File: src/sv/tsd_pkg.sv
// tsd_pkg: shared types and constants for the tga stream decoder
// no dependencies; used by every module of the decoder
package tsd_pkg;

  typedef enum logic [2:0] {
    PH_HEADER,
    PH_INFO,
    PH_RAW,
    PH_PKTHDR,
    PH_PKTDATA,
    PH_DONE,
    PH_ERROR
  } phase_t;

  typedef enum logic [1:0] {
    KIND_INFO  = 2'd0,
    KIND_PIXEL = 2'd1,
    KIND_ERROR = 2'd2
  } kind_t;

  localparam logic [1:0] ERR_HEADER    = 2'd0;
  localparam logic [1:0] ERR_SIZE      = 2'd1;
  localparam logic [1:0] ERR_TRUNCATED = 2'd2;
  localparam logic [1:0] ERR_OVERRUN   = 2'd3;

  localparam logic [1:0] FMT_RGB24  = 2'd0;
  localparam logic [1:0] FMT_RGBA32 = 2'd1;
  localparam logic [1:0] FMT_ALPHA8 = 2'd2;

  localparam logic [7:0] TYPE_RGB      = 8'd2;
  localparam logic [7:0] TYPE_GRAY     = 8'd3;
  localparam logic [7:0] TYPE_RLE_RGB  = 8'd10;
  localparam logic [7:0] TYPE_RLE_GRAY = 8'd11;
  localparam logic [7:0] DEPTH_24      = 8'd24;
  localparam logic [7:0] DEPTH_32      = 8'd32;
  localparam logic [7:0] DEPTH_8       = 8'd8;

  localparam int OUT_DATA_W = 80;

  // one classified result, as it travels from front to back
  typedef struct packed {
    kind_t           kind;
    logic [1:0]      code;
    logic [15:0]     width;
    logic [15:0]     height;
    logic [1:0]      fmt;
    logic            comp;
    logic [3:0][7:0] pix;
    logic [2:0]      bpp;
    logic [7:0]      count;
    logic            last;
  } rec_t;

endpackage

File: src/sv/tga_stream_decoder.sv
// tga_stream_decoder: top level of the tga byte-stream decoder
// depends on tsd_pkg, tsd_front, tsd_queue, tsd_back
//
// Takes one file byte per cycle (tlast on the final byte) and returns info,
// pixel/run and error results. Every byte is parsed combinationally by the
// front parser, including the width-times-height multiply on the last info byte;
// results pass through a QUEUE_DEPTH-entry queue into a registered output
// stage, so the input keeps flowing while results wait, until the queue fills.
module tga_stream_decoder #(
  parameter int QUEUE_DEPTH = 4
) (
  input  logic                           clk,
  input  logic                           rst_n,
  input  logic                           in_tvalid,
  output logic                           in_tready,
  input  logic [7:0]                     in_tdata,   // data_byte
  input  logic                           in_tlast,   // last_byte
  output logic                           out_tvalid,
  input  logic                           out_tready,
  // image_width[15:0] image_height[31:16] pixel_format[33:32] is_compressed[34]
  // first[42:35] second[50:43] third[58:51] fourth[66:59] run_length[74:67]
  // error_code[76:75], zero pad
  output logic [tsd_pkg::OUT_DATA_W-1:0] out_tdata,
  output logic [1:0]                     out_tuser,  // result_kind
  output logic                           out_tlast   // last_pixel
);
  import tsd_pkg::*;

  logic acc, rec_valid, full, empty, take;
  rec_t rec, head_rec;

  assign in_tready = !full;
  assign acc       = in_tvalid && in_tready;

  tsd_front u_front (
    .clk       (clk),
    .rst_n     (rst_n),
    .acc       (acc),
    .data_byte (in_tdata),
    .last_byte (in_tlast),
    .rec_valid (rec_valid),
    .rec       (rec)
  );

  tsd_queue #(.DEPTH(QUEUE_DEPTH)) u_queue (
    .clk      (clk),
    .rst_n    (rst_n),
    .push     (acc && rec_valid),
    .push_rec (rec),
    .pop      (take),
    .full     (full),
    .empty    (empty),
    .head_rec (head_rec)
  );

  tsd_back u_back (
    .clk        (clk),
    .rst_n      (rst_n),
    .have_rec   (!empty),
    .rec        (head_rec),
    .take       (take),
    .out_tvalid (out_tvalid),
    .out_tready (out_tready),
    .out_tdata  (out_tdata),
    .out_tuser  (out_tuser),
    .out_tlast  (out_tlast)
  );

endmodule

File: src/sv/tsd_front.sv
// tsd_front: byte parser; tracks header, info and packet state and
// produces at most one result record per byte. depends on tsd_pkg
module tsd_front (
  input  logic        clk,
  input  logic        rst_n,
  input  logic        acc,
  input  logic [7:0]  data_byte,
  input  logic        last_byte,
  output logic        rec_valid,
  output tsd_pkg::rec_t rec
);
  import tsd_pkg::*;

  phase_t          phase_r, phase_nxt;
  logic [3:0]      idx_r, idx_nxt;
  logic            hdr_ok_r, hdr_ok_nxt;
  logic            comp_r, comp_nxt;
  logic [15:0]     width_r, width_nxt;
  logic [15:0]     height_r, height_nxt;
  logic [2:0]      bpp_r, bpp_nxt;
  logic [31:0]     left_r, left_nxt;
  logic [7:0]      pkt_r, pkt_nxt;
  logic            run_r, run_nxt;
  logic [3:0][7:0] pix_r, pix_nxt;

  always_ff @(posedge clk) begin
    if (!rst_n) begin
      phase_r  <= PH_HEADER;
      idx_r    <= '0;
      hdr_ok_r <= 1'b1;
      comp_r   <= 1'b0;
      width_r  <= '0;
      height_r <= '0;
      bpp_r    <= '0;
      left_r   <= '0;
      pkt_r    <= '0;
      run_r    <= 1'b0;
      pix_r    <= '0;
    end else if (acc) begin
      phase_r  <= phase_nxt;
      idx_r    <= idx_nxt;
      hdr_ok_r <= hdr_ok_nxt;
      comp_r   <= comp_nxt;
      width_r  <= width_nxt;
      height_r <= height_nxt;
      bpp_r    <= bpp_nxt;
      left_r   <= left_nxt;
      pkt_r    <= pkt_nxt;
      run_r    <= run_nxt;
      pix_r    <= pix_nxt;
    end
  end

  always_comb begin
    logic [3:0]  idx_inc;
    logic [7:0]  cnt;
    logic [31:0] left_sub;
    idx_inc    = idx_r + 4'd1;
    cnt        = 8'd1;
    left_sub   = '0;
    phase_nxt  = phase_r;
    idx_nxt    = idx_r;
    hdr_ok_nxt = hdr_ok_r;
    comp_nxt   = comp_r;
    width_nxt  = width_r;
    height_nxt = height_r;
    bpp_nxt    = bpp_r;
    left_nxt   = left_r;
    pkt_nxt    = pkt_r;
    run_nxt    = run_r;
    pix_nxt    = pix_r;
    rec_valid  = 1'b0;
    rec        = '0;
    rec.kind   = KIND_INFO;

    unique case (phase_r)
      PH_HEADER: begin
        if (idx_r == 4'd2) begin
          if (data_byte == TYPE_RLE_RGB || data_byte == TYPE_RLE_GRAY) comp_nxt = 1'b1;
          else if (data_byte != TYPE_RGB && data_byte != TYPE_GRAY) hdr_ok_nxt = 1'b0;
        end else if (data_byte != 8'd0) begin
          hdr_ok_nxt = 1'b0;
        end
        if (idx_r >= 4'd11) begin
          idx_nxt = '0;
          if (hdr_ok_nxt) begin
            phase_nxt = PH_INFO;
          end else begin
            phase_nxt = PH_ERROR;
            rec_valid = 1'b1;
            rec.kind  = KIND_ERROR;
            rec.code  = ERR_HEADER;
          end
        end else begin
          idx_nxt = idx_inc;
        end
      end
      PH_INFO: begin
        unique case (idx_r)
          4'd0: width_nxt  = {8'd0, data_byte};
          4'd1: width_nxt  = {data_byte, width_r[7:0]};
          4'd2: height_nxt = {8'd0, data_byte};
          4'd3: height_nxt = {data_byte, height_r[7:0]};
          4'd4: begin
            if (data_byte == DEPTH_24) bpp_nxt = 3'd3;
            else if (data_byte == DEPTH_32) bpp_nxt = 3'd4;
            else if (data_byte == DEPTH_8 && !comp_r) bpp_nxt = 3'd1;
            else bpp_nxt = 3'd0;
          end
          default: ;
        endcase
        if (idx_r >= 4'd5) begin
          idx_nxt   = '0;
          rec_valid = 1'b1;
          if (width_r == '0 || height_r == '0 || bpp_r == '0) begin
            phase_nxt = PH_ERROR;
            rec.kind  = KIND_ERROR;
            rec.code  = ERR_SIZE;
          end else begin
            // the one header multiply
            left_nxt   = width_r * height_r;
            rec.kind   = KIND_INFO;
            rec.width  = width_r;
            rec.height = height_r;
            rec.fmt    = (bpp_r == 3'd3) ? FMT_RGB24 :
                         (bpp_r == 3'd4) ? FMT_RGBA32 : FMT_ALPHA8;
            rec.comp   = comp_r;
            phase_nxt  = comp_r ? PH_PKTHDR : PH_RAW;
          end
        end else begin
          idx_nxt = idx_inc;
        end
      end
      PH_RAW, PH_PKTDATA: begin
        pix_nxt[idx_r[1:0]] = data_byte;
        idx_nxt = idx_inc;
        if (idx_inc >= {1'b0, bpp_r}) begin
          idx_nxt = '0;
          if (phase_r == PH_PKTDATA) begin
            if (run_r) begin
              cnt     = pkt_r;
              pkt_nxt = '0;
            end else begin
              pkt_nxt = pkt_r - 8'd1;
            end
          end
          left_sub  = left_r - {24'd0, cnt};
          left_nxt  = left_sub;
          rec_valid = 1'b1;
          rec.kind  = KIND_PIXEL;
          rec.pix   = pix_nxt;
          rec.bpp   = bpp_r;
          rec.count = cnt;
          if (left_sub == '0) begin
            rec.last  = 1'b1;
            phase_nxt = PH_DONE;
          end else if (phase_r == PH_PKTDATA && pkt_nxt == '0) begin
            phase_nxt = PH_PKTHDR;
          end
        end
      end
      PH_PKTHDR: begin
        run_nxt = data_byte[7];
        pkt_nxt = data_byte[7] ? (data_byte - 8'd127) : (data_byte + 8'd1);
        idx_nxt = '0;
        if ({24'd0, pkt_nxt} > left_r) begin
          phase_nxt = PH_ERROR;
          rec_valid = 1'b1;
          rec.kind  = KIND_ERROR;
          rec.code  = ERR_OVERRUN;
        end else begin
          phase_nxt = PH_PKTDATA;
        end
      end
      default: ;
    endcase

    if (last_byte) begin
      if (phase_nxt != PH_DONE && phase_nxt != PH_ERROR) begin
        rec_valid = 1'b1;
        rec       = '0;
        rec.kind  = KIND_ERROR;
        rec.code  = ERR_TRUNCATED;
      end
      phase_nxt  = PH_HEADER;
      idx_nxt    = '0;
      hdr_ok_nxt = 1'b1;
      comp_nxt   = 1'b0;
      width_nxt  = '0;
      height_nxt = '0;
      bpp_nxt    = '0;
      left_nxt   = '0;
      pkt_nxt    = '0;
      run_nxt    = 1'b0;
      pix_nxt    = '0;
    end
  end

endmodule

File: src/sv/tsd_queue.sv
// tsd_queue: short record queue between parser and output stage
// depends on tsd_pkg
module tsd_queue #(
  parameter int DEPTH = 4
) (
  input  logic          clk,
  input  logic          rst_n,
  input  logic          push,
  input  tsd_pkg::rec_t push_rec,
  input  logic          pop,
  output logic          full,
  output logic          empty,
  output tsd_pkg::rec_t head_rec
);
  import tsd_pkg::*;

  localparam int PW = (DEPTH > 1) ? $clog2(DEPTH) : 1;
  localparam int CW = $clog2(DEPTH + 1);

  rec_t          q_r [DEPTH];
  logic [PW-1:0] wp_r, wp_nxt, rp_r, rp_nxt;
  logic [CW-1:0] cnt_r, cnt_nxt;

  assign full     = (cnt_r == CW'(DEPTH));
  assign empty    = (cnt_r == '0);
  assign head_rec = q_r[rp_r];

  always_comb begin
    wp_nxt  = (wp_r == PW'(DEPTH - 1)) ? '0 : wp_r + PW'(1);
    rp_nxt  = (rp_r == PW'(DEPTH - 1)) ? '0 : rp_r + PW'(1);
    cnt_nxt = cnt_r + CW'(push) - CW'(pop);
  end

  always_ff @(posedge clk) begin
    if (!rst_n) begin
      wp_r  <= '0;
      rp_r  <= '0;
      cnt_r <= '0;
    end else begin
      if (push) wp_r <= wp_nxt;
      if (pop) rp_r <= rp_nxt;
      cnt_r <= cnt_nxt;
    end
  end

  always_ff @(posedge clk) begin
    if (push) q_r[wp_r] <= push_rec;
  end

endmodule

File: src/sv/tsd_back.sv
// tsd_back: output stage; formats a record into the result bus with the
// red/blue swap on colour pixels and holds it until taken. depends on tsd_pkg
module tsd_back (
  input  logic                             clk,
  input  logic                             rst_n,
  input  logic                             have_rec,
  input  tsd_pkg::rec_t                    rec,
  output logic                             take,
  output logic                             out_tvalid,
  input  logic                             out_tready,
  output logic [tsd_pkg::OUT_DATA_W-1:0]   out_tdata,
  output logic [1:0]                       out_tuser,
  output logic                             out_tlast
);
  import tsd_pkg::*;

  logic                  vld_r;
  logic [OUT_DATA_W-1:0] data_r, data_nxt;
  logic [1:0]            user_r;
  logic                  last_r;

  assign take       = have_rec && (!vld_r || out_tready);
  assign out_tvalid = vld_r;
  assign out_tdata  = data_r;
  assign out_tuser  = user_r;
  assign out_tlast  = last_r;

  always_comb begin
    logic [7:0] b1, b2, b3, b4;
    b1 = '0;
    b2 = '0;
    b3 = '0;
    b4 = '0;
    if (rec.kind == KIND_PIXEL) begin
      if (rec.bpp == 3'd1) begin
        b1 = rec.pix[0];
      end else begin
        b1 = rec.pix[2];
        b2 = rec.pix[1];
        b3 = rec.pix[0];
        b4 = (rec.bpp == 3'd4) ? rec.pix[3] : 8'd0;
      end
    end
    data_nxt = {3'd0, rec.code, rec.count, b4, b3, b2, b1, rec.comp, rec.fmt,
                rec.height, rec.width};
  end

  always_ff @(posedge clk) begin
    if (!rst_n) begin
      vld_r <= 1'b0;
    end else if (take) begin
      vld_r <= 1'b1;
    end else if (out_tready) begin
      vld_r <= 1'b0;
    end
  end

  always_ff @(posedge clk) begin
    if (take) begin
      data_r <= data_nxt;
      user_r <= rec.kind;
      last_r <= rec.last;
    end
  end

endmodule

File: config.mk
export PLATFORM = sky130hd
export DESIGN_NAME = tga_stream_decoder
export DESIGN_NICKNAME = d
export VERILOG_FILES = /design/src/sv/tsd_pkg.sv /design/src/sv/tga_stream_decoder.sv /design/src/sv/tsd_front.sv /design/src/sv/tsd_queue.sv /design/src/sv/tsd_back.sv
export SDC_FILE = /design/constraint.sdc
export NUM_CORES = 1
export LEC_CHECK = 0
export BUFFER_PORTS_ARGS = -buffer_cell sky130_fd_sc_hd__buf_2
export CORE_MARGIN = 8
export CORE_UTILIZATION = 30
export DETAILED_ROUTE_END_ITERATION = 10
export PLACE_DENSITY_LB_ADDON = 0.25
export SYNTH_ARGS = -nofsm -noshare
export SYNTH_HDL_FRONTEND = slang
export SYNTH_SLANG_ARGS = --single-unit
File: constraint.sdc
create_clock -name clk -period 7.45 [get_ports clk]
set_input_delay 0.745 -clock clk [delete_from_list [all_inputs] [get_ports clk]]
set_output_delay 0.745 -clock clk [all_outputs]
set_load 0.03 [all_outputs]
Word-level counts from Yosys, hierarchy flattened:

Memory sizes are Yosys's and may differ from the RTL's. A register that Yosys moved wholly into a read port is not among the register bits.
Cells that the tools add are included.

* bits of input ports: 13
* memories kept: 1
* logic and storage cells: 227
* register bits: 205
* bits in writable memories: 332
* output and inout port bits: 85

* $mul: 1
* order comparisons: 6
* bitwise operators: 2
* add/sub/neg operators: 9
* mux-type cells: 98
* reduce and logical (&&, ||, !) cells: 54
* equal/unequal tests: 30

Memories
* u_queue.q_r: words 4, width 83, rd ports 1, clocked after memory_dff 1, wr ports 1, line tsd_queue.sv:20 `rec_t q_r [DEPTH];`

Operator list (number)
* 32-bit two-way mux: 6
* 83-bit two-way mux: 2
* 8-bit two-way mux: 13
* 44-bit two-way mux: 2
* 35-bit two-way mux: 2
* 16-bit two-way mux: 4
* 16-bit one-hot mux with 2 select lines: 2
* 32-bit one-hot mux with 2 select lines: 1
* 3-bit two-way mux: 13
* 39-bit two-way mux: 1
* 32-bit bitwise mux: 1
* 8-bit by 32-bit > comparator with 1-bit output: 1
* 16-bit logical NOT: 2
* 32-bit logical NOT: 1
* 16-bit by 16-bit multiplier with 32-bit output: 1
* 32-bit by 8-bit subtractor with 32-bit output: 1
* 1-bit two-way mux: 29
* 4-bit two-way mux: 7
* 8-bit by 4-bit == test with 1-bit output (second input constant): 3
* 2-bit nonzero test: 9
* 8-bit demux with 2-bit select: 1
* 2-bit two-way mux: 8
* 8-bit by 2-bit inequality test with 1-bit output (second input constant): 2
* 4-bit one-hot mux with 4 select lines: 1
* other kinds (46): 87

Logic depth before layout (Yosys ltp):

Gate-level depths: netlist (run 1).

* depth after elaboration: 18
* gate-level depth with buffers: 27
* depth with buffers taken out: 25

Cells and area by module:

From an unflattened synthesis (run 1), not the netlist that was laid out.

* cell total of the unflattened synthesis: 2708
* area, all modules: 31754.2 um^2

Modules (own cells, without submodules)
* tsd_front: times used 1, cells each 2080, seq. area each 2342.2 um^2, area each 16380.7 um^2
* tsd_queue: times used 1, cells each 476, seq. area each 10149.7 um^2, area each 12429.4 um^2
* tsd_back: times used 1, cells each 148, seq. area each 2422.3 um^2, area each 2921.6 um^2
* tga_stream_decoder: times used 1, cells each 4, seq. area each 0.0 um^2, area each 22.5 um^2

Worst setup path after synthesis (run 1):

OpenSTA, ideal clock, no wires.

* path type: register to register
* start point: register u_front.phase_r[1]
* end point: memory u_queue.q_r[0][0] in the netlist's numbering, enable pin
* path slack: 0.152 ns
* stages on the path, launching flop included: 20
* library setup time: 0.451 ns
* required time: 6.999 ns
* period minus slack after synthesis: 7.298 ns
* data arrival time: 6.847 ns
* cell sequence: dfxtp_1 clkbuf_1 nor3b_1 and2_1 clkbuf_1 nand2_1 ha_1 fa_1 nand2b_1 a211oi_1 o31a_1 clkbuf_1 o21ai_0 a2111oi_2 nand4_1 nor4_4 o22ai_1 a21oi_1 o221a_2 and2_1

* cells in the longest elaborated chain, start to end: 17
* elaborated cells between the ends (all ways): 31

Ends and longest elaborated chain
* start, declared: line tsd_front.sv:14 `phase_t phase_r, phase_nxt;`
* start signal, assigned: line tsd_front.sv:40 `phase_r <= phase_nxt;`
* branches (longest 13 deep; another with 32-bit by 8-bit subtractor with 32-bit output)
* 1-bit two-way mux *: line tsd_front.sv:178 `if (last_byte) begin`
* 1-bit logical AND *: line tga_stream_decoder.sv:48 `.push (acc && rec_valid),`
* 1-bit two-way mux *: line tsd_queue.sv:47 `if (push) q_r[wp_r] <= push_rec;`
* 1-bit two-way mux (implied by the code) *: line tsd_queue.sv:47
* end, declared: line tsd_queue.sv:20

Every way passes the cells marked *. The select of a mux whose other input is x is not followed.

Final worst setup path (run 1):

* start point: register u_front.width_r[7]
* end point: register u_front.left_r[30]

* cells in the longest elaborated chain, start to end: 5
* elaborated cells between the ends (all ways): 10

Ends and longest elaborated chain
* start, declared: line tsd_front.sv:18 `logic [15:0] width_r, width_nxt;`
* start signal, assigned: line tsd_front.sv:44 `width_r <= width_nxt;`
* 16-bit by 16-bit multiplier with 32-bit output / 16-bit logical NOT (equally long branches): line tsd_front.sv:121, tsd_front.sv:115
* 32-bit two-way mux / 1-bit logical OR (equally long branches): line tsd_front.sv:115 `if (width_r == '0 || height_r == '0 || bpp_r == '0) begin`
* 32-bit two-way mux / 1-bit logical OR (equally long branches): line tsd_front.sv:112, tsd_front.sv:115
* 32-bit one-hot mux with 2 select lines / 3-bit inequality test (equally long branches)
* 32-bit two-way mux / 5-bit AND reduction (equally long branches)
* end signal, assigned: line tsd_front.sv:47 `left_r <= left_nxt;`
* end, declared: line tsd_front.sv:21 `logic [31:0] left_r, left_nxt;`

Several ways; a longest one is shown, not always the timed one. The select of a mux whose other input is x is not followed.
A chain may end at the register's enable or synchronous reset.

==> impl_summary.log, run 1 <==
[metrics] run status: finished clean
[metrics] grt total ovfl: 0
[metrics] type of destination of the critical path: register
[metrics] number of buffers added by the clock tree synthesis step: 55
[metrics] worst skew pair latency: 0.64 ns
[metrics] largest incremental delay on the critical path: 0.67 ns
[metrics] arrival time of the worst setup path: 7.25 ns
[metrics] overall routed net length: 79,400 µm
[metrics] number of placement rows: 119
[metrics] global routing's busiest layer: met2
[metrics] final setup violating endpoints: 0
[metrics] met2 usage in global routing: 22.8%
[metrics] clock-pin transition on the worst setup and hold timing paths: 0.07 ns
[metrics] max-slew headroom at the worst pin: 35.5%
[metrics] max frequency: 0.148 GHz
[metrics] via count: 20,400
[metrics] drt first pass iters: 5
[metrics] clk root buf: sky130_fd_sc_hd__clkbuf_16
[metrics] post-place instance area: 33,900 µm²
[metrics] kind of path behind the tightest hold check: input pin to register
[metrics] DP Cell Count: 4,072
[metrics] setup slack at placement: 0.703 ns
[metrics] clock tree from TritonCTS: yes
[metrics] WL/cell: 19.0 µm
[metrics] buffering stage count on the worst path with inverters included: 8
[metrics] GRT Total Usage: 13.5%
[metrics] top cells by area in the synthesized netlist: sky130_fd_sc_hd__edfxtp_1 39%, sky130_fd_sc_hd__fa_1 12%, sky130_fd_sc_hd__dfxtp_1 8.0%
[metrics] number of enable flip-flop cells after synthesis: 412
[metrics] FFs w/ async S/R, synth: 0%
[metrics] Net count, final: 3,088
[metrics] flops & latches, synth: 539
[metrics] number of filler cells placed in the layout: 10,400
[metrics] Placer Congestion: 0.870
[metrics] required time worst endpoint: 7.92 ns
[metrics] setup slack after layout: 0.675 ns
[metrics] Mapped Cells: 2,671
[metrics] filler-free cell count of the finished design: 4,177
[metrics] GR Layer Usage met3: 1.70%
[metrics] transition time at the pin with the least slew margin: 0.967 ns
[metrics] total number of clock tree sinks: 539
[metrics] initial standard-cell utilization of the core: 30.2%
[metrics] Setup TNS Final: 0 ns
[metrics] number of buffers added for setup after CTS: 0
[metrics] critical path start-end classification: register to register
[metrics] Overall Power: 8.86 mW
[metrics] cell at the slowest stage of the critical path: sky130_fd_sc_hd__dfxtp_1
[metrics] antenna violations before repair: 1
[metrics] height of the die: 341 µm
[metrics] CORE AREA: 105,000 µm²
[metrics] Antenna Violating Nets Remaining: 0
[metrics] detailed-placement wirelength estimate: 57,600 µm
[metrics] H-tree levels: 2
[metrics] vias in the first global route: 21,100
[metrics] worst hold margin: 0.423 ns
[metrics] post-synthesis cell type with the largest combined area: sky130_fd_sc_hd__edfxtp_1
[metrics] DIE AREA: 116,000 µm²
[metrics] largest vdd supply drop: 0.296 mV
[metrics] final count of hold timing violations: 0
[metrics] Final Slew Violations: 0
[metrics] average instance area after synthesis: 11.8 µm²
[metrics] residual DRC count: 0
[metrics] kind of start point of the critical path: register
[metrics] # hold bufs at CTS: 0
[metrics] maximum number of pins on one net before global-route repair: 66
[metrics] Register Area: 14,900 µm²
[metrics] global-route wire length before repair: 126,000 µm
[metrics] Leakage: 13.4 nW
[metrics] Most common cell on crit path: sky130_fd_sc_hd__fa_1
[metrics] Critical Path Fanout Max: 11
[metrics] Distinct cells, synth: 78
[metrics] dominant delay contributor by cell family on the critical path: adder cells
[metrics] final critical-path required period: 6.78 ns
[metrics] power density over the cells: 247 nW/µm²
[metrics] area of all placed cells without fillers: 35,800 µm²
[metrics] M1 GR Usage: 18.4%
[metrics] Yosys warning total: 0
[metrics] clock skew after layout: 0.0214 ns
[metrics] initial DRC count: 1,334
[metrics] RSZ-0062 raised after global routing: false
[metrics] fin util: 34.2%
[metrics] largest buffer count on any clock path: 3
[metrics] PostCTS Resize Cnt: 0
[metrics] synthesis-to-finish area growth: 13.3%
[metrics] area of combinational cells with multiple inputs: 15,100 µm²
[metrics] max-cap violation count: 0
[metrics] share of synthesized area occupied by flip-flops and latches: 47.2%
[metrics] Synth Flop Type: sky130_fd_sc_hd__edfxtp_1
[metrics] count of buffers inserted at the top-level ports: 94
[metrics] routed via count divided by cell count: 4.89
[metrics] top-level I/O count: 98
[metrics] fraction of synthesized cell area taken by the top area cell type: 39.1%
[metrics] period utilization: 90.9%
[metrics] share of cells above drive strength 1: 14.7%
[metrics] Die Span X: 341 µm
[metrics] netlist area before placement: 31,600 µm²
-- flip-flops by register name, indices dropped and copies added (netlist names), named ones only --
register / cells
u_front.height_r: 16
u_queue.wp_r: 2
u_front.comp_r: 1
u_back.out_tuser: 2
u_back.out_tvalid: 1
u_front.pkt_r: 8
u_front.run_r: 1
u_front.idx_r: 4
u_front.pix_r: 32
u_queue.cnt_r: 3
u_front.bpp_r: 3
u_queue.q_r: 332
u_front.phase_r: 3
u_back.out_tdata: 77
u_queue.rp_r: 2
u_back.out_tlast: 1
u_front.left_r: 32
u_front.width_r: 16
u_front.hdr_ok_r: 1
-- final cells by class --
type | count | share of cell area, %
antenna | 1 | 0.00699
inverter | 268 | 2.81
timing repair buffer | 170 | 3.15
clock inverter | 42 | 1.47
sequential | 539 | 41.7
clock buffer | 62 | 3.97
multi-input combinational | 1704 | 42.1
tap | 1391 | 4.86
-- power breakdown --
| group | leakage [nW] | total, mW | internal [mW] | switching [mW] |
|---|---|---|---|---|
| clock | 0.936 | 2.97 | 1.74 | 1.23 |
| combinational | 7.75 | 2.05 | 0.744 | 1.31 |
| sequential | 4.68 | 3.84 | 3.67 | 0.177 |
-- cell usage after synthesis, drive strengths merged (9+ instances only) --
library cell / number
edfxtp: 412
nand2: 269
inv: 268
fa: 196
nor2: 184
ha: 141
dfxtp: 127
clkbuf: 122
and2: 120
nor3: 84
mux4: 83
a21oi: 82
a22oi: 69
o21ai: 63
mux2i: 49
buf: 40
and3: 39
nand3: 26
nor2b: 26
xor2: 25
nor4: 24
xnor2: 24
a21o: 21
nand4: 15
nand2b: 14
or3: 13
a31oi: 12
a211oi: 9
-- tightest hold or removal path, cell delays in order --
cell and delay, ns:
sky130_fd_sc_hd__buf_2 0.07, sky130_fd_sc_hd__inv_1 0.06, sky130_fd_sc_hd__nand2_1 0.07, sky130_fd_sc_hd__a21oi_1 0.05
-- metal layers --
metal	up-vias	part of all wire (%)
met1	10400	45
met2	440	48
met3	104	4.1
met4	0	2.1
li1	9472	-
met5	-	0
-- path summary, 6_finish.rpt --
check	from	end	slack [ns]	depth (start not counted)
setup / recovery	u_front.width_r[7]	u_front.left_r[30]	0.67	27
hold reg to reg	u_back.out_tvalid	u_back.out_tvalid	0.50	2
setup reg to reg	u_front.width_r[7]	u_front.left_r[30]	0.67	27
hold / removal	out_tready	u_back.out_tvalid	0.42	4
-- cells in the final DEF (no fill, tap or decap), drive strengths merged, types with 23 or more instances in the layout --
cell,count
mux2i,49
fa,196
nand3,26
buf,170
ha,141
inv,272
xor2,25
nor2b,26
nor2,184
a22oi,69
xnor2,24
edfxtp,412
and3,39
o21ai,63
nand2,269
mux4,83
and2,120
clkinv,23
a21oi,82
nor4,24
clkbuf,62
nor3,84
dfxtp,127
-- kinds of logic (layout without fill, tap and decap cells) --
group                      Yosys count  in the layout  synth area share (%)
and+or+nand+nor                    854            854                  13.8
adders and majority gates          337            337                  18.0
other                                1              4                0.0119
AOI/OAI and AO/OA                  329            329                  6.91
buffers and inverters              430            542                  5.28
DFF                                539            539                  47.2
xor gates and xnor gates            49             49                  1.36
muxes                              132            132                  7.47
No activity file was read; power rests on OpenSTA's default activity.
==> run 2, diff against run 1 <==
CORE_MARGIN = default   (was 8)
clock period = 7.5 ns   (was 7.45 ns; I/O delays follow)
==> run 2 against run 1 <==
  * Worst hold slack improved by 0.027 ns
  * Count of clock-buffer cells in the layout increased by 3
  * Critical path depth is 3 lower
  * Wire length rose by 0.43%
  * Final cell count is 0.48% lower
  * Non-clock buffer count down 3
  * Combinational power about the same
  * Clock power decreased by 4%
  * Critical path type unchanged
  * Critical endpoint unchanged
  * Largest cell class unchanged
  * Largest power group unchanged
  * Highest routed layer unchanged
==> impl_summary.log, run 2 (synthesis results as in run 1) <==
[metrics] RSZ-0062 raised after global routing: false
[metrics] Most flops, register: u_queue.q_r
[metrics] Critical Path Fanout Max: 16 (+5)
[metrics] clock skew after layout: 0.0334 ns (+0.0120 ns)
[metrics] largest buffer count on any clock path: 3 (unchanged)
[metrics] period utilization: 93.1% (+2.2 points)
[metrics] antenna violations before repair: 0 (-1)
[metrics] Overall Power: 8.70 mW (-1.8%)
[metrics] cell internal power dissipation: 6.02 mW (-2.1%)
[metrics] part of the total power dissipated in sequential elements: 43.9% (+0.6 points)
[metrics] max-cap violation count: 0 (unchanged)
[metrics] global-route wire length before repair: 127,000 µm (+0.50%)
[metrics] net switching power: 2.68 mW (-1.3%)
[metrics] synthesis-to-finish area growth: 12.9%
[metrics] critical path start-end classification: register to register
[metrics] critical-path cell list: nand2_1 -> fa_1 -> inv_1 -> fa_1 -> inv_1 -> fa_1 -> fa_1 -> inv_1 -> fa_1 -> inv_1 -> fa_1 -> inv_1 -> ha_1 -> a21o_1 -> a21o_1 -> a21oi_1 -> o21ai_0 -> a32oi_1 -> nor2_1 -> a2111oi_1 -> o21ai_0 -> a31oi_1 -> xor2_1 -> o22ai_1
[metrics] fin util: 34.3% (+0.15 points)
[metrics] # hold bufs at CTS: 0 (unchanged)
[metrics] routed via count divided by cell count: 4.92 (+0.64%)
[metrics] worst skew pair latency: 0.64 ns (about the same)
[metrics] vias in the first global route: 21,300 (+0.78%)
[metrics] run status: finished clean
[metrics] power density over the cells: 244 nW/µm² (-1.4%)
[metrics] WL/cell: 19.2 µm (+0.92%)
[metrics] maximum number of pins on one net before global-route repair: 84 (+27%)
[metrics] final setup violating endpoints: 0 (unchanged)
[metrics] height of the die: 327 µm (-4.1%)
[metrics] final count of hold timing violations: 0 (unchanged)
[metrics] H-tree levels: 2 (unchanged)
[metrics] clk root buf: sky130_fd_sc_hd__clkbuf_16
[metrics] overall routed net length: 79,700 µm (+0.43%)
[metrics] largest vdd supply drop: 0.334 mV (+13%)
[metrics] post-place instance area: 33,800 µm² (-0.16%)
[metrics] via count: 20,400 (+0.16%)
[metrics] residual DRC count: 0 (unchanged)
[metrics] clock group share of total power: 32.8% (-0.7 points)
[metrics] cell at the slowest stage of the critical path: sky130_fd_sc_hd__dfxtp_1
[metrics] clock tree from TritonCTS: yes
[metrics] Most common cell on crit path: sky130_fd_sc_hd__fa_1
[metrics] share of cells above drive strength 1: 14.6% (-0.096 points)
[metrics] Setup TNS Final: 0 ns (unchanged)
[metrics] area of all placed cells without fillers: 35,700 µm² (-0.39%)
[metrics] Net count, final: 3,084 (-0.13%)
[metrics] drt first pass iters: 5 (unchanged)
[metrics] Placer Congestion: 0.871 (+0.11%)
[metrics] number of placement rows: 118 (-0.84%)
[metrics] number of flip-flops in the largest register: 332 (unchanged)
[metrics] kind of path behind the tightest hold check: input pin to register
[metrics] commonest non-fill, non-tap cells in the layout: 412 x sky130_fd_sc_hd__edfxtp_1, 269 x sky130_fd_sc_hd__nand2_1, 267 x sky130_fd_sc_hd__inv_1
[metrics] arrival time of the worst setup path: 7.48 ns (+0.23 ns)
[metrics] top-level I/O count: 98 (unchanged)
[metrics] final critical-path required period: 6.98 ns (+0.207 ns)
[metrics] GRT Total Usage: 15.1% (+1.6 points)
[metrics] leading cell type in the layout, fill and taps excluded: sky130_fd_sc_hd__edfxtp_1
[metrics] Die Span X: 327 µm (-4.1%)
[metrics] clock-pin transition on the worst setup and hold timing paths: 0.07 ns (about the same)
[metrics] Leakage: 13.3 nW (-0.42%)
[metrics] kind of start point of the critical path: register
[metrics] cell count of the worst hold path: 4 (unchanged)
[metrics] grt total ovfl: 0 (unchanged)
[metrics] max frequency: 0.143 GHz (-3.0%)
[metrics] detailed-placement wirelength estimate: 57,200 µm (-0.69%)
[metrics] initial standard-cell utilization of the core: 30.4% (+0.26 points)
[metrics] required time worst endpoint: 8.00 ns (+0.08 ns)
[metrics] Worst Reg2Reg Path Length in Cells: 24 (-11%)
[metrics] largest incremental delay on the critical path: 0.72 ns (+0.05 ns)
[metrics] initial DRC count: 1,448 (+8.5%)
[metrics] switch share: 30.8% (+0.18 points)
[metrics] count of buffers inserted at the top-level ports: 94 (unchanged)
[metrics] CORE AREA: 104,000 µm² (-0.84%)
[metrics] number of buffers added by the clock tree synthesis step: 54 (-1.8%)
[metrics] type of destination of the critical path: register
[metrics] total number of clock tree sinks: 539 (unchanged)
[metrics] DIE AREA: 107,000 µm² (-8.1%)
[metrics] logic gate share of total power: 23.3% (+0.2 points)
[metrics] transition time at the pin with the least slew margin: 0.968 ns (+0.000978 ns)
[metrics] Final Slew Violations: 0 (unchanged)
[metrics] max-slew headroom at the worst pin: 35.5% (-0.065 points)
[metrics] Antenna Violating Nets Remaining: 0 (unchanged)
[run 2: changes by cell type in the layout (fill, tap and decap cells not counted), moves of 2 or more]
cell                        previous run  this run
sky130_fd_sc_hd__clkinv_1             11         3
sky130_fd_sc_hd__bufinv_16            10         8
sky130_fd_sc_hd__clkbuf_16            56        54
sky130_fd_sc_hd__clkinv_2              8        10
sky130_fd_sc_hd__buf_12                7         5
sky130_fd_sc_hd__clkbuf_1              6         9
sky130_fd_sc_hd__clkbuf_8              0         2
[run 2: path summary, 6_finish.rpt]
check | to | from | slack, ns
worst max-delay path | u_front.left_r[30] | u_front.width_r[9] | 0.52
worst min register to register | u_back.out_tvalid | u_back.out_tvalid | 0.50
worst max register to register | u_front.left_r[30] | u_front.width_r[9] | 0.52
worst min-delay path | u_back.out_tvalid | out_tready | 0.45
[run 2: power groups by stage]
stage / Sequential, mW / Clock [mW] / Combinational (mW)
after detailed placement: 3.89 / 0 / 2.08
after global placement: 3.89 / 0 / 2.08
final: 3.82 / 2.85 / 2.02
after floorplan: 4.30 / 0 / 1.06
after global routing: 3.87 / 3.03 / 2.19
after CTS: 3.84 / 2.94 / 2.08
[run 2: area by class of cell]
cell class,instances,area [µm²]
timing repair buffer,167,1080
multi-input combinational,1704,15100
clock inverter,33,448
fill,10400,68300
clock buffer,65,1410
inverter,268,1010
antenna,1,2.50
tap,1380,1730
sequential,539,14900
[run 2: critical path: cells and delay by family (launching register included)]
kind	cells	cell delay (ns)
adders and majority gates	7	3.39
xor gates and xnor gates	1	0.17
AOI/OAI and AO/OA	9	2.08
and+or+nand+nor	2	0.25
buffers and inverters	5	0.24
DFF	1	0.72
[run 2: repair_timing]
| item | 4_1_cts | 5_1_grt |
|---|---|---|
| setup buffers | 0 | 0 |
| setup endpoints to repair | 0 | 1 |
| resized for setup | 0 | 1 |
[run 2: stage by stage]
stage / hold WS [ns] / cells / worst slack, ns
after global placement: 0.489 / 4058 / 0.496
after global routing: 0.461 / 4156 / 0.0650
final: 0.450 / 4157 / 0.518
after detailed placement: 0.493 / 4058 / 0.365
after floorplan: 0.446 / 2673 / 0.202
after CTS: 0.410 / 4156 / 0.351
[run 2: routing by layer]
layer	part of all wire (%)	global-route usage [%]	vias to the layer above
met4	2.1	4.02	0
met5	0	0	-
met1	46	20.7	10500
met3	3.9	1.76	94
li1	-	-	9459
met2	48	25.2	436
